==> config.mk <==
export PLATFORM = sky130hd
export DESIGN_NAME = shader_header_directive_locator_flat
export DESIGN_NICKNAME = d
export VERILOG_FILES = /design/src/sv/shdl_pkg.sv /design/src/sv/shdl_stream_if.sv /design/src/sv/shdl_scanner.sv /design/src/sv/shdl_result_reg.sv /design/src/sv/shader_header_directive_locator.sv /design/src/flat_wrapper.sv
export SDC_FILE = /design/constraint.sdc
export NUM_CORES = 1
export LEC_CHECK = 0
export ABC_AREA = 1
export ABC_CLOCK_PERIOD_IN_PS = 1300
export BUFFER_PORTS_ARGS = -buffer_cell sky130_fd_sc_hd__buf_2
export CAP_MARGIN = 20
export CORE_ASPECT_RATIO = 1.5
export CORE_MARGIN = 1
export CORE_UTILIZATION = 53
export CTS_CLUSTER_DIAMETER = 150
export DETAILED_ROUTE_END_ITERATION = 10
export PLACE_DENSITY = 0.75
export RECOVER_POWER = 100
export REMOVE_ABC_BUFFERS = 1
export SLEW_MARGIN = 0
export SYNTH_ARGS = -nofsm -noshare
export SYNTH_HDL_FRONTEND = slang
export SYNTH_SLANG_ARGS = --single-unit
==> constraint.sdc <==
create_clock -name clk -period 1.3 [get_ports clk]
set_clock_uncertainty 0.05 [all_clocks]
set_input_delay 0.065 -clock clk [delete_from_list [all_inputs] [get_ports clk]]
set_output_delay 0.065 -clock clk [all_outputs]
set_load 0.03 [all_outputs]
==> src/sv/shdl_pkg.sv <==
// Types, character codes and keyword tables for the shader header directive locator.
package shdl_pkg;

  localparam logic [7:0] CH_HASH  = 8'h23;
  localparam logic [7:0] CH_SLASH = 8'h2F;
  localparam logic [7:0] CH_STAR  = 8'h2A;
  localparam logic [7:0] CH_LF    = 8'h0A;
  localparam logic [7:0] CH_SPACE = 8'h20;
  localparam logic [7:0] CH_TAB   = 8'h09;
  localparam logic [7:0] CH_V     = 8'h76;
  localparam logic [7:0] CH_E     = 8'h65;

  localparam logic [3:0] VERSION_LEN   = 4'd7;
  localparam logic [3:0] EXTENSION_LEN = 4'd9;

  typedef enum logic [2:0] {
    M_NORMAL,
    M_SLASH,
    M_LINECOM,
    M_BLOCK,
    M_BLOCKSTAR,
    M_HASHWS,
    M_KEYWORD,
    M_LINESKIP
  } scan_mode_t;

  typedef enum logic [1:0] {
    K_NONE,
    K_VERSION,
    K_EXTENSION
  } kw_kind_t;

  typedef struct packed {
    logic [7:0] char_byte;
    logic       last_byte;
  } text_item_t;

  typedef struct packed {
    logic        version_found;
    logic [15:0] version_pos;
    logic        extension_found;
    logic [15:0] extension_pos;
    logic        body_found;
    logic [15:0] body_pos;
    logic [15:0] head_lines;
    logic        too_long;
  } result_item_t;

  function automatic logic [7:0] kw_char(input logic is_version, input logic [3:0] idx);
    logic [7:0] ch;
    ch = 8'h00;
    if (is_version) begin
      case (idx)
        4'd0: ch = "v";
        4'd1: ch = "e";
        4'd2: ch = "r";
        4'd3: ch = "s";
        4'd4: ch = "i";
        4'd5: ch = "o";
        4'd6: ch = "n";
        default: ch = 8'h00;
      endcase
    end else begin
      case (idx)
        4'd0: ch = "e";
        4'd1: ch = "x";
        4'd2: ch = "t";
        4'd3: ch = "e";
        4'd4: ch = "n";
        4'd5: ch = "s";
        4'd6: ch = "i";
        4'd7: ch = "o";
        4'd8: ch = "n";
        default: ch = 8'h00;
      endcase
    end
    return ch;
  endfunction

endpackage

==> src/sv/shdl_stream_if.sv <==
// Valid/ready stream interface carrying one request payload.
interface shdl_stream_if #(
  parameter type payload_t = logic
) ();
  logic     valid;
  logic     ready;
  payload_t data;

  modport source (output valid, output data, input ready);
  modport sink (input valid, input data, output ready);
endinterface

==> src/sv/shdl_scanner.sv <==
// Directive scanner: scan state, offsets and counters updated once per byte.
module shdl_scanner #(
  parameter int MAX_TEXT = 65536
) (
  input  logic                 clk,
  input  logic                 rst,
  input  logic                 step,
  input  shdl_pkg::text_item_t item,
  output shdl_pkg::result_item_t res
);
  import shdl_pkg::*;

  localparam int OFS_W  = $clog2(MAX_TEXT + 1);
  localparam int WIDE_W = (OFS_W + 1 > 17) ? OFS_W + 1 : 17;

  scan_mode_t       mode, mode_next;
  kw_kind_t         kind, kind_next;
  logic [3:0]       kw_idx, kw_idx_next;
  logic [OFS_W-1:0] byte_offset, byte_offset_next;
  logic [15:0]      nl, nl_next;
  logic [15:0]      hash_ofs, hash_ofs_next;
  logic             ver_seen, ver_seen_next;
  logic [15:0]      ver_ofs, ver_ofs_next;
  logic             ext_seen, ext_seen_next;
  logic [15:0]      ext_ofs, ext_ofs_next;
  logic             body_seen, body_seen_next;
  logic [15:0]      body_ofs, body_ofs_next;
  logic [15:0]      body_lines, body_lines_next;
  logic             ovf, ovf_next;

  logic [7:0]        ch;
  logic              last;
  logic              is_slash, is_hash, is_star, is_lf, is_blank;
  logic              at_max;
  logic [WIDE_W-1:0] pos_w, pos1_w;
  logic [15:0]       pos_sat, pos1_sat;
  logic [3:0]        kw_len;
  logic              kw_match, kw_done;
  logic              record, mark;

  function automatic logic [15:0] sat16(input logic [WIDE_W-1:0] v);
    return (v > WIDE_W'(16'hFFFF)) ? 16'hFFFF : v[15:0];
  endfunction

  assign ch       = item.char_byte;
  assign last     = item.last_byte;
  assign is_slash = (ch == CH_SLASH);
  assign is_hash  = (ch == CH_HASH);
  assign is_star  = (ch == CH_STAR);
  assign is_lf    = (ch == CH_LF);
  assign is_blank = (ch == CH_SPACE) || (ch == CH_TAB);
  assign at_max   = (byte_offset == OFS_W'(MAX_TEXT));
  assign pos_w    = WIDE_W'(byte_offset);
  assign pos1_w   = pos_w + WIDE_W'(1);
  assign pos_sat  = sat16(pos_w);
  assign pos1_sat = sat16(pos1_w);
  assign kw_len   = (kind == K_VERSION) ? VERSION_LEN : EXTENSION_LEN;
  assign kw_match = (kw_idx < kw_len) && (ch == kw_char(kind == K_VERSION, kw_idx));
  assign kw_done  = kw_match && ((kw_idx + 4'd1) == kw_len);

  always_comb begin
    mode_next = mode;
    case (mode)
      M_NORMAL: begin
        if (is_slash) mode_next = M_SLASH;
        else if (is_hash) mode_next = M_HASHWS;
      end
      M_SLASH: begin
        if (is_slash) mode_next = M_LINECOM;
        else if (is_star) mode_next = M_BLOCK;
        else if (is_hash) mode_next = M_HASHWS;
        else mode_next = M_NORMAL;
      end
      M_LINECOM: begin
        if (is_lf) mode_next = M_NORMAL;
      end
      M_BLOCK: begin
        if (is_star) mode_next = M_BLOCKSTAR;
      end
      M_BLOCKSTAR: begin
        if (is_slash) mode_next = M_NORMAL;
        else if (!is_star) mode_next = M_BLOCK;
      end
      M_HASHWS: begin
        if (is_blank) mode_next = M_HASHWS;
        else if (ch == CH_V || ch == CH_E) mode_next = M_KEYWORD;
        else mode_next = M_NORMAL;
      end
      M_KEYWORD: begin
        if (kw_match) begin
          if (kw_done) mode_next = last ? M_NORMAL : M_LINESKIP;
        end else if (is_slash) begin
          mode_next = M_SLASH;
        end else if (is_hash) begin
          mode_next = M_HASHWS;
        end else begin
          mode_next = M_NORMAL;
        end
      end
      M_LINESKIP: begin
        if (is_lf) mode_next = M_NORMAL;
      end
      default: mode_next = M_NORMAL;
    endcase
  end

  always_comb begin
    record = (mode == M_KEYWORD) && kw_done && !last;
    mark   = ((mode == M_LINESKIP) && is_lf) || (last && (mode_next == M_LINESKIP));

    byte_offset_next = at_max ? byte_offset : byte_offset + OFS_W'(1);
    ovf_next         = ovf | at_max;
    nl_next          = (is_lf && nl != 16'hFFFF) ? nl + 16'd1 : nl;
    hash_ofs_next    = (mode_next == M_HASHWS && mode != M_HASHWS) ? pos_sat : hash_ofs;

    kind_next   = kind;
    kw_idx_next = kw_idx;
    if (mode == M_HASHWS && !is_blank) begin
      if (ch == CH_V) begin
        kind_next   = K_VERSION;
        kw_idx_next = 4'd1;
      end else if (ch == CH_E) begin
        kind_next   = K_EXTENSION;
        kw_idx_next = 4'd1;
      end
    end else if (mode == M_KEYWORD) begin
      if (kw_match && !kw_done) begin
        kw_idx_next = kw_idx + 4'd1;
      end else begin
        kw_idx_next = 4'd0;
        kind_next   = K_NONE;
      end
    end

    ver_seen_next = ver_seen;
    ver_ofs_next  = ver_ofs;
    ext_seen_next = ext_seen;
    ext_ofs_next  = ext_ofs;
    if (record) begin
      if (kind == K_VERSION) begin
        ver_seen_next = 1'b1;
        ver_ofs_next  = hash_ofs;
      end else if (!ext_seen) begin
        ext_seen_next = 1'b1;
        ext_ofs_next  = hash_ofs;
      end
    end

    body_seen_next  = body_seen;
    body_ofs_next   = body_ofs;
    body_lines_next = body_lines;
    if (mark) begin
      body_seen_next  = 1'b1;
      body_ofs_next   = pos1_sat;
      body_lines_next = nl_next;
    end
  end

  always_comb begin
    res.version_found   = ver_seen_next;
    res.version_pos     = ver_seen_next ? ver_ofs_next : 16'd0;
    res.extension_found = ext_seen_next;
    res.extension_pos   = ext_seen_next ? ext_ofs_next : 16'd0;
    res.body_found      = body_seen_next;
    res.body_pos        = body_seen_next ? body_ofs_next : 16'd0;
    res.head_lines      = body_seen_next ? body_lines_next : 16'd0;
    res.too_long        = ovf_next;
  end

  always_ff @(posedge clk) begin
    if (rst || (step && last)) begin
      mode        <= M_NORMAL;
      kind        <= K_NONE;
      kw_idx      <= 4'd0;
      byte_offset <= '0;
      nl          <= 16'd0;
      hash_ofs    <= 16'd0;
      ver_seen    <= 1'b0;
      ver_ofs     <= 16'd0;
      ext_seen    <= 1'b0;
      ext_ofs     <= 16'd0;
      body_seen   <= 1'b0;
      body_ofs    <= 16'd0;
      body_lines  <= 16'd0;
      ovf         <= 1'b0;
    end else if (step) begin
      mode        <= mode_next;
      kind        <= kind_next;
      kw_idx      <= kw_idx_next;
      byte_offset <= byte_offset_next;
      nl          <= nl_next;
      hash_ofs    <= hash_ofs_next;
      ver_seen    <= ver_seen_next;
      ver_ofs     <= ver_ofs_next;
      ext_seen    <= ext_seen_next;
      ext_ofs     <= ext_ofs_next;
      body_seen   <= body_seen_next;
      body_ofs    <= body_ofs_next;
      body_lines  <= body_lines_next;
      ovf         <= ovf_next;
    end
  end

  assert property (@(posedge clk) disable iff (rst)
    step && last |=> mode == M_NORMAL && byte_offset == '0 && !ver_seen && !body_seen)
    else $error("scan state not cleared after final byte");

  assert property (@(posedge clk) disable iff (rst)
    byte_offset <= OFS_W'(MAX_TEXT))
    else $error("byte offset past saturation");

  assert property (@(posedge clk) disable iff (rst)
    (kw_idx != 4'd0) |-> (mode == M_KEYWORD && kind != K_NONE))
    else $error("keyword index live outside keyword match");

endmodule

==> src/sv/shdl_result_reg.sv <==
// Result register: holds one finished result until the receiver takes it.
module shdl_result_reg (
  input  logic                   clk,
  input  logic                   rst,
  input  logic                   load,
  input  shdl_pkg::result_item_t load_data,
  output logic                   can_load,
  shdl_stream_if.source          result
);
  import shdl_pkg::*;

  logic         valid;
  result_item_t data;

  assign can_load     = !valid || result.ready;
  assign result.valid = valid;
  assign result.data  = data;

  always_ff @(posedge clk) begin
    if (rst) begin
      valid <= 1'b0;
    end else if (load) begin
      valid <= 1'b1;
    end else if (result.ready) begin
      valid <= 1'b0;
    end
  end

  always_ff @(posedge clk) begin
    if (load) begin
      data <= load_data;
    end
  end

endmodule

==> src/sv/shader_header_directive_locator.sv <==
// Top level of the shader header directive locator.
// Usage:
//   text   - sink channel, one request per source byte: char_byte and last_byte,
//            last_byte high on the final byte of the text.
//   result - source channel, one request per text: version/extension directive
//            offsets, body offset, newline count before the body, overflow flag.
// Throughput: one byte per cycle, sustained, except while a final byte waits on a full result register.
// Flow: a taken byte is registered in the input register, then scanned; the
//   result of a final byte is loaded into the result register as it is scanned.
// The scan state advances by one short combinational pass per byte between the
//   input register and the scanner/result registers.
// Stall: bytes that are not final keep flowing while a result waits; a final
//   byte holds in the input register until the result register frees, and text
//   then deasserts ready until it moves.
// Reset (rst, synchronous): clears the scan state, the input register and the
//   result register. Scan state also returns to its reset values after every
//   final byte, so the next text starts fresh.
// Texts longer than MAX_TEXT bytes set too_long; offsets saturate at 65535.
module shader_header_directive_locator #(
  parameter int MAX_TEXT = 65536
) (
  input  logic          clk,
  input  logic          rst,
  shdl_stream_if.sink   text,
  shdl_stream_if.source result
);
  import shdl_pkg::*;

  logic         s1_valid;
  text_item_t   s1_item;
  logic         step;
  logic         can_load;
  result_item_t res;

  assign step       = s1_valid && (!s1_item.last_byte || can_load);
  assign text.ready = !s1_valid || step;

  always_ff @(posedge clk) begin
    if (rst) begin
      s1_valid <= 1'b0;
    end else if (text.ready) begin
      s1_valid <= text.valid;
    end
  end

  always_ff @(posedge clk) begin
    if (text.ready && text.valid) begin
      s1_item <= text.data;
    end
  end

  shdl_scanner #(
    .MAX_TEXT (MAX_TEXT)
  ) u_scanner (
    .clk  (clk),
    .rst  (rst),
    .step (step),
    .item (s1_item),
    .res  (res)
  );

  shdl_result_reg u_result_reg (
    .clk       (clk),
    .rst       (rst),
    .load      (step && s1_item.last_byte),
    .load_data (res),
    .can_load  (can_load),
    .result    (result)
  );

  assert property (@(posedge clk) disable iff (rst)
    result.valid && !result.ready && s1_valid && s1_item.last_byte |-> !step)
    else $error("final byte scanned while result register full");

endmodule
==> src/flat_wrapper.sv <==
// flat-port wrapper written by rule: the top's interface ports become plain ports
module shader_header_directive_locator_flat import shdl_pkg::*;
#(
  parameter int MAX_TEXT = 65536
)
  (clk, rst, text_valid, text_data, text_ready, result_valid, result_data, result_ready);
  shdl_stream_if text_i ();
  shdl_stream_if result_i ();
  input  logic clk;
  input  logic rst;
  input wire logic [$bits(text_i.valid)-1:0] text_valid;
  input wire logic [$bits(text_i.data)-1:0] text_data;
  output wire logic [$bits(text_i.ready)-1:0] text_ready;
  output wire logic [$bits(result_i.valid)-1:0] result_valid;
  output wire logic [$bits(result_i.data)-1:0] result_data;
  input wire logic [$bits(result_i.ready)-1:0] result_ready;
  assign text_i.valid = text_valid;
  assign text_i.data = text_data;
  assign text_ready = text_i.ready;
  assign result_valid = result_i.valid;
  assign result_data = result_i.data;
  assign result_i.ready = result_ready;
  shader_header_directive_locator #(.MAX_TEXT(MAX_TEXT)) u_core (.clk(clk), .rst(rst), .text(text_i), .result(result_i));
endmodule
==> run metrics, run 1 <==
status=finished, violations left; failing checks=setup timing; initial antenna violation count=0; Worst-Margin Slew=0.382 ns; Final nets=241; clock latency at the later pin of the worst-skew pair=0.34 ns; TritonCTS buffer count=3; leading area contributor after synthesis=dfxtp_1; asr flop ratio synth=0%; clk root buf=clkbuf_4; initial core utilization=56.7%; Synth cell types=25; row cnt=21; Critical R2R Launch=u_core.u_scanner.byte_offset[1]$_SDFFE_PP0P_; post-route ant nets=0; flop2flop setup slack=-0.21 ns; DPL Wire Length=2190 microns; WL final=4480 microns; Hold Path Sink=u_core.s1_valid$_SDFFE_PP0P_; reg2reg path depth=10; HP Start=result_ready; pin count of the biggest net entering global routing=12; warnings from Yosys=0; post-synthesis sequential area ratio=35.9%; Area contributors post-synth=dfxtp_1 31%, nand2_1 13%, nor2_1 10%, inv_1 7.3%, edfxtp_1 4.7%; first-pass GRT wire length=5830 microns; most frequent cell after synthesis=nand2_1; Most used DFF post-synth=dfxtp_1; routed vias/inst=5.89; die area=2620 sq um; First-pass DRT Iterations=4; DR WL/cell=17.6 microns; GRT Total Usage=28.8%; syn_area_per_cell=6.67 sq um; Fillers=138; max-slew violations=0; Yosys top cell area share=31.3%; I/O pin count=8; post-synthesis register bit count=22; gpl congestion=0.855; CTS H-Tree Depth=1; core area=2260 sq um; # diodes=0; grt ovf=0; initial drt markers=91; Setup CP Type=flop to flop; CP required=1.52 ns; register area=474 sq um; Hold Crit Depth=4; clk slew on worst S/H paths=0.14 ns; top post-synthesis cells by count=43 x nand2_1, 35 x nor2_1, 25 x inv_1; DIE HEIGHT=62.2 microns; DR vias=1501; Tcrit/Tclk final=116%; R2R Path End=u_core.u_scanner.byte_offset[2]$_SDFFE_PP0P_; vias in the first global route=1446; Max-Slew Margin vs Limit=74.6%; Worst setup EP type=flop; CTS tree=built; fin crit period=1.51 ns; Fmax=664 MHz; Mapped Cells=192; worst setup margin=-0.206 ns; Clock Path Buffers=2; Die W=42.1 microns; DR DRC count=0; pwr/cell area=688 nW/um^2; final setup vio count=19; CP arrival=1.72 ns; Port Buffers=7; Post-synth EDFFs=2; hold slack=0.0709 ns; leakage=0.708 nW; Final Hold Fails=0; MaxCap Viol Count=0; Multi-input gate area=831 sq um; share of layout cells above drive strength 1=45.3%; synthesized area=1280 sq um; unrepaired setup endpoints after global routing=true; maximum VDD drop=0.521 mV; Startpoint Class=flop; final core occ=79.0%; CTS Sinks=22; synthesis-to-finish area growth=39.3%; Final TNS setup=-2.41 ns; CP Max Fanout=7; worst hold path class=input pin to flop
## power breakdown
group	switching (mW)	total, mW	internal, mW
combinational	0.0959	0.167	0.0708
sequential	0.0149	0.708	0.693
clock	0.242	0.352	0.110
total	0.353	1.23	0.874
## area by class of cell
cell class	count	share of cell area, %
Inverter	29	7.08
Multi-Input combinational cell	139	46.6
Tap cell	23	1.61
Sequential cell	22	26.6
Clock buffer	3	1.26
Timing Repair Buffer	39	16.9
## flip-flops by register name, summed over array words and instances, names as in the netlist
name,flops
u_core.u_result_reg.result.valid,1
u_core.u_result_reg.result.data,1
u_core.s1_item,1
u_core.s1_valid,1
u_core.u_scanner.byte_offset,17
u_core.u_scanner.ovf,1
## stage by stage
stage | cell area [sq um] | power [mW] | setup slack [ns] | cells
CTS | 1630 | 1.16 | -0.0861 | 250
detailed placement | 1460 | 0.815 | -0.132 | 238
global placement | 1460 | 0.811 | -0.0858 | 238
finish | 1780 | 1.23 | -0.206 | 255
floorplan | 1260 | 0.771 | -0.172 | 190
global route | 1780 | 1.25 | -0.261 | 255
## worst max path at each step
stage / start / slack, ns / cells past startpoint / to
after CTS: u_core.u_scanner.byte_offset[0]$_SDFFE_PP0P_ / -0.09 / 12 / u_core.u_scanner.byte_offset[11]$_SDFFE_PP0P_
after global placement: u_core.u_scanner.byte_offset[0]$_SDFFE_PP0P_ / -0.09 / 12 / u_core.u_scanner.byte_offset[9]$_SDFFE_PP0P_
final: u_core.u_scanner.byte_offset[1]$_SDFFE_PP0P_ / -0.21 / 10 / u_core.u_scanner.byte_offset[2]$_SDFFE_PP0P_
after floorplan: u_core.u_result_reg.result.valid$_SDFFE_PP0P_ / -0.17 / 5 / u_core.s1_item[0]$_DFFE_PP_
after detailed placement: u_core.u_scanner.byte_offset[0]$_SDFFE_PP0P_ / -0.13 / 8 / u_core.u_scanner.byte_offset[12]$_SDFFE_PP0P_
after global routing: u_core.u_scanner.byte_offset[1]$_SDFFE_PP0P_ / -0.26 / 7 / u_core.u_scanner.byte_offset[6]$_SDFFE_PP0P_
## timing repair
action	in CTS	in global routing
hold buffers	3	0
endpoints found under the hold margin	4	0
gates cloned	1	0
pin swaps	12	20
buffers inserted	5	5
setup endpoints to repair	20	20
gates resized for setup	25	40
## layout by cell type (no fill, tap or decap), types with 3 or more instances in the layout
cell / Yosys / routed
nand2_1: 43 / 32
buf_2: 0 / 4
nor2_1: 35 / 27
buf_6: 1 / 5
inv_2: 2 / 3
a21oi_2: 0 / 4
xor2_1: 4 / 4
nand3_1: 11 / 6
nor2_4: 3 / 4
nor2_2: 7 / 14
dfxtp_1: 20 / 13
buf_4: 1 / 25
nand4_1: 6 / 6
nand3_2: 1 / 5
a21oi_1: 7 / 3
nand2_2: 9 / 19
inv_1: 25 / 20
inv_4: 0 / 4
dfxtp_2: 0 / 5
dlygate4sd3_1: 0 / 3
o21ai_0: 4 / 3
clkbuf_4: 0 / 3
## worst max-delay path, stage by stage (launching register included)
cell	delay, ns
dfxtp_4	0.40
inv_4	0.06
ha_4	0.12
nand2_2	0.04
inv_2	0.06
nand2_2	0.06
nor2_2	0.12
nand2_2	0.11
nand2_4	0.15
nand2_2	0.07
a21oi_2	0.19
## cells by family (layout without fill, tap and decap cells)
group / after synthesis / in the layout / share of synthesized area [%]
and+or+nand+nor: 119 / 119 / 43.4
buffers and inverters: 31 / 71 / 10.1
DFF: 22 / 22 / 35.9
AOI/OAI and AO/OA: 13 / 13 / 5.27
xor gates and xnor gates: 5 / 5 / 3.42
adders and majority gates: 2 / 2 / 1.95
## routing by layer
metal | share of wire, % | global-route usage [%]
met1 | 33 | 28.8
met2 | 50 | 52.7
met3 | 7.7 | 4.36
met4 | 8.6 | 18.8
met5 | 0 | 0
Power figures use the tool's default switching activity.
==> inputs of run 2 (changes only) <==
GPL_TIMING_DRIVEN = 0   (was not set)
SKIP_CTS_REPAIR_TIMING = 1   (was not set)
==> run metrics, run 2 (synthesized netlist as in run 1, its figures left out) <==
placed insts=220 (-7.6%); share of layout cells above drive strength 1=41.4% (-3.9 points); GRT Total Usage=24.3% (-4.5 points); Final nets=228 (-5.4%); status=finished, violations left; worst hold path class=input pin to flop; Setup CP Type=flop to flop; buffer and inverter count on the worst path=3 (+1); Largest Register=u_core.u_scanner.byte_offset; grt ovf=0 (unchanged); initial antenna violation count=0 (unchanged); pwr/cell area=724 nW/um^2 (+5.4%); Clock Path Buffers=2 (unchanged); vias in the first global route=1206 (-17%); DIE HEIGHT=62.2 microns (unchanged); # diodes=0 (unchanged); row cnt=21 (unchanged); fin crit period=1.57 ns (+0.0683 ns); WL final=4060 microns (-9.4%); die area=2620 sq um (unchanged); DPL Wire Length=2110 microns (-3.8%); failing checks=setup timing; Worst setup EP type=flop; Final TNS setup=-3.32 ns (-0.916 ns); wl on met1=1470 microns (-2.3%); DR vias=1429 (-4.8%); maximum VDD drop=0.892 mV (+71%); first-pass GRT wire length=5150 microns (-12%); clock latency at the later pin of the worst-skew pair=0.31 ns (-0.03 ns); CP Max Fanout=7 (unchanged); initial drt markers=145 (+59%); CTS H-Tree Depth=1 (unchanged); leakage=0.691 nW (-2.3%); CTS Sinks=22 (unchanged); DR DRC count=0 (unchanged); worst setup margin=-0.274 ns (-0.0683 ns); CTS tree=built; metal2 WL=2090 microns (-7.1%); Worst path slowest cell=dfxtp_4; Worst-Margin Slew=0.362 ns (-0.0202 ns); most frequent cells in the layout=37 x nand2_1, 27 x nor2_1, 20 x inv_1, 11 x nor2_2; Port Buffers=7 (unchanged); clk root buf=clkbuf_4; critical-path cell list=inv_4, ha_4, nand2_2, inv_2, nand2_2, nor2_4, nand2_4, nand2_4, inv_4, nor2_1, nor2_1; DR WL/cell=16.7 microns (-4.9%); clk slew on worst S/H paths=0.14 ns (about the same); Non-Filler Instances=243 (-4.7%); core area=2260 sq um (unchanged); synthesis-to-finish area growth=36.2%; First-pass DRT Iterations=4 (unchanged); Tcrit/Tclk final=121% (+5.3 points); I/O pin count=8 (unchanged); pin count of the biggest net entering global routing=15 (+3); CP required=1.47 ns (-0.05 ns); hold slack=0.0380 ns (-0.0329 ns); max-slew violations=0 (unchanged); Max-Slew Margin vs Limit=76.0% (+1.3 points); delay of the slowest critical-path stage=0.41 ns (about the same); most common cell after layout, fill and taps aside=nand2_1; max reg flops=17 (unchanged); Startpoint Class=flop; post-route ant nets=0 (unchanged); routed vias/inst=5.88 (about the same); DR WL met3=280 microns (-19%); initial core utilization=56.7% (unchanged); CP arrival=1.75 ns (+0.03 ns); TritonCTS buffer count=3 (unchanged); total power=1.26 mW (+3.1%); unrepaired setup endpoints after global routing=true; MaxCap Viol Count=0 (unchanged); gpl congestion=0.843 (-1.4%); Post-Place Setup Slack=-0.379 ns (-0.247 ns); Die W=42.1 microns (unchanged); Final Hold Fails=0 (unchanged); Top Layer Used=met4; top cell family by delay on the critical path=simple AND/OR/NAND/NOR gates; final setup vio count=23 (+4); Fmax=635 MHz (-4.3%)
-- run 2: final cells by class --
cell class / count / area [sq um]
tap: 23 / 28.8
multi-input combinational: 140 / 870
sequential: 22 / 479
timing repair buffer: 25 / 205
fill: 131 / 514
clock buffer: 4 / 36.3
inverter: 29 / 126
-- run 2: worst min-delay path: stages --
cell,delay [ns]
buf_2,0.11
nor2_2,0.07
nand3_4,0.07
a21oi_1,0.06
-- run 2: power breakdown --
group | switching, mW | leakage (nW) | total [mW] | internal, mW
Clock | 0.232 | 0.0210 | 0.403 | 0.171
Sequential | 0.0188 | 0.187 | 0.712 | 0.693
Combinational | 0.0876 | 0.483 | 0.150 | 0.0619
Total | 0.338 | 0.691 | 1.26 | 0.926
-- run 2: per-stage QoR --
stage	area [sq um]	utilization (%)
floorplan	1260	-
global placement	1330	58.7
detailed placement	1330	58.7
CTS	1360	60.3
global route	1750	77.2
finish	1750	77.2
-- run 2: worst paths after layout --
check / from / endpoint / slack (ns) / depth (start not counted)
hold reg to reg: u_core.u_scanner.byte_offset[5]$_SDFFE_PP0P_ / u_core.u_scanner.byte_offset[5]$_SDFFE_PP0P_ / 0.51 / 2
setup reg to reg: u_core.u_scanner.byte_offset[0]$_SDFFE_PP0P_ / u_core.u_scanner.byte_offset[1]$_SDFFE_PP0P_ / -0.27 / 11
hold / removal: result_ready / u_core.s1_valid$_SDFFE_PP0P_ / 0.04 / 4
setup / recovery: u_core.u_scanner.byte_offset[0]$_SDFFE_PP0P_ / u_core.u_scanner.byte_offset[1]$_SDFFE_PP0P_ / -0.27 / 11
-- run 2: layer usage --
metal,track usage [%],up-vias
met5,0,-
met4,9.77,0
met3,1.74,29
met2,45.1,96
met1,27.7,651
li1,-,653
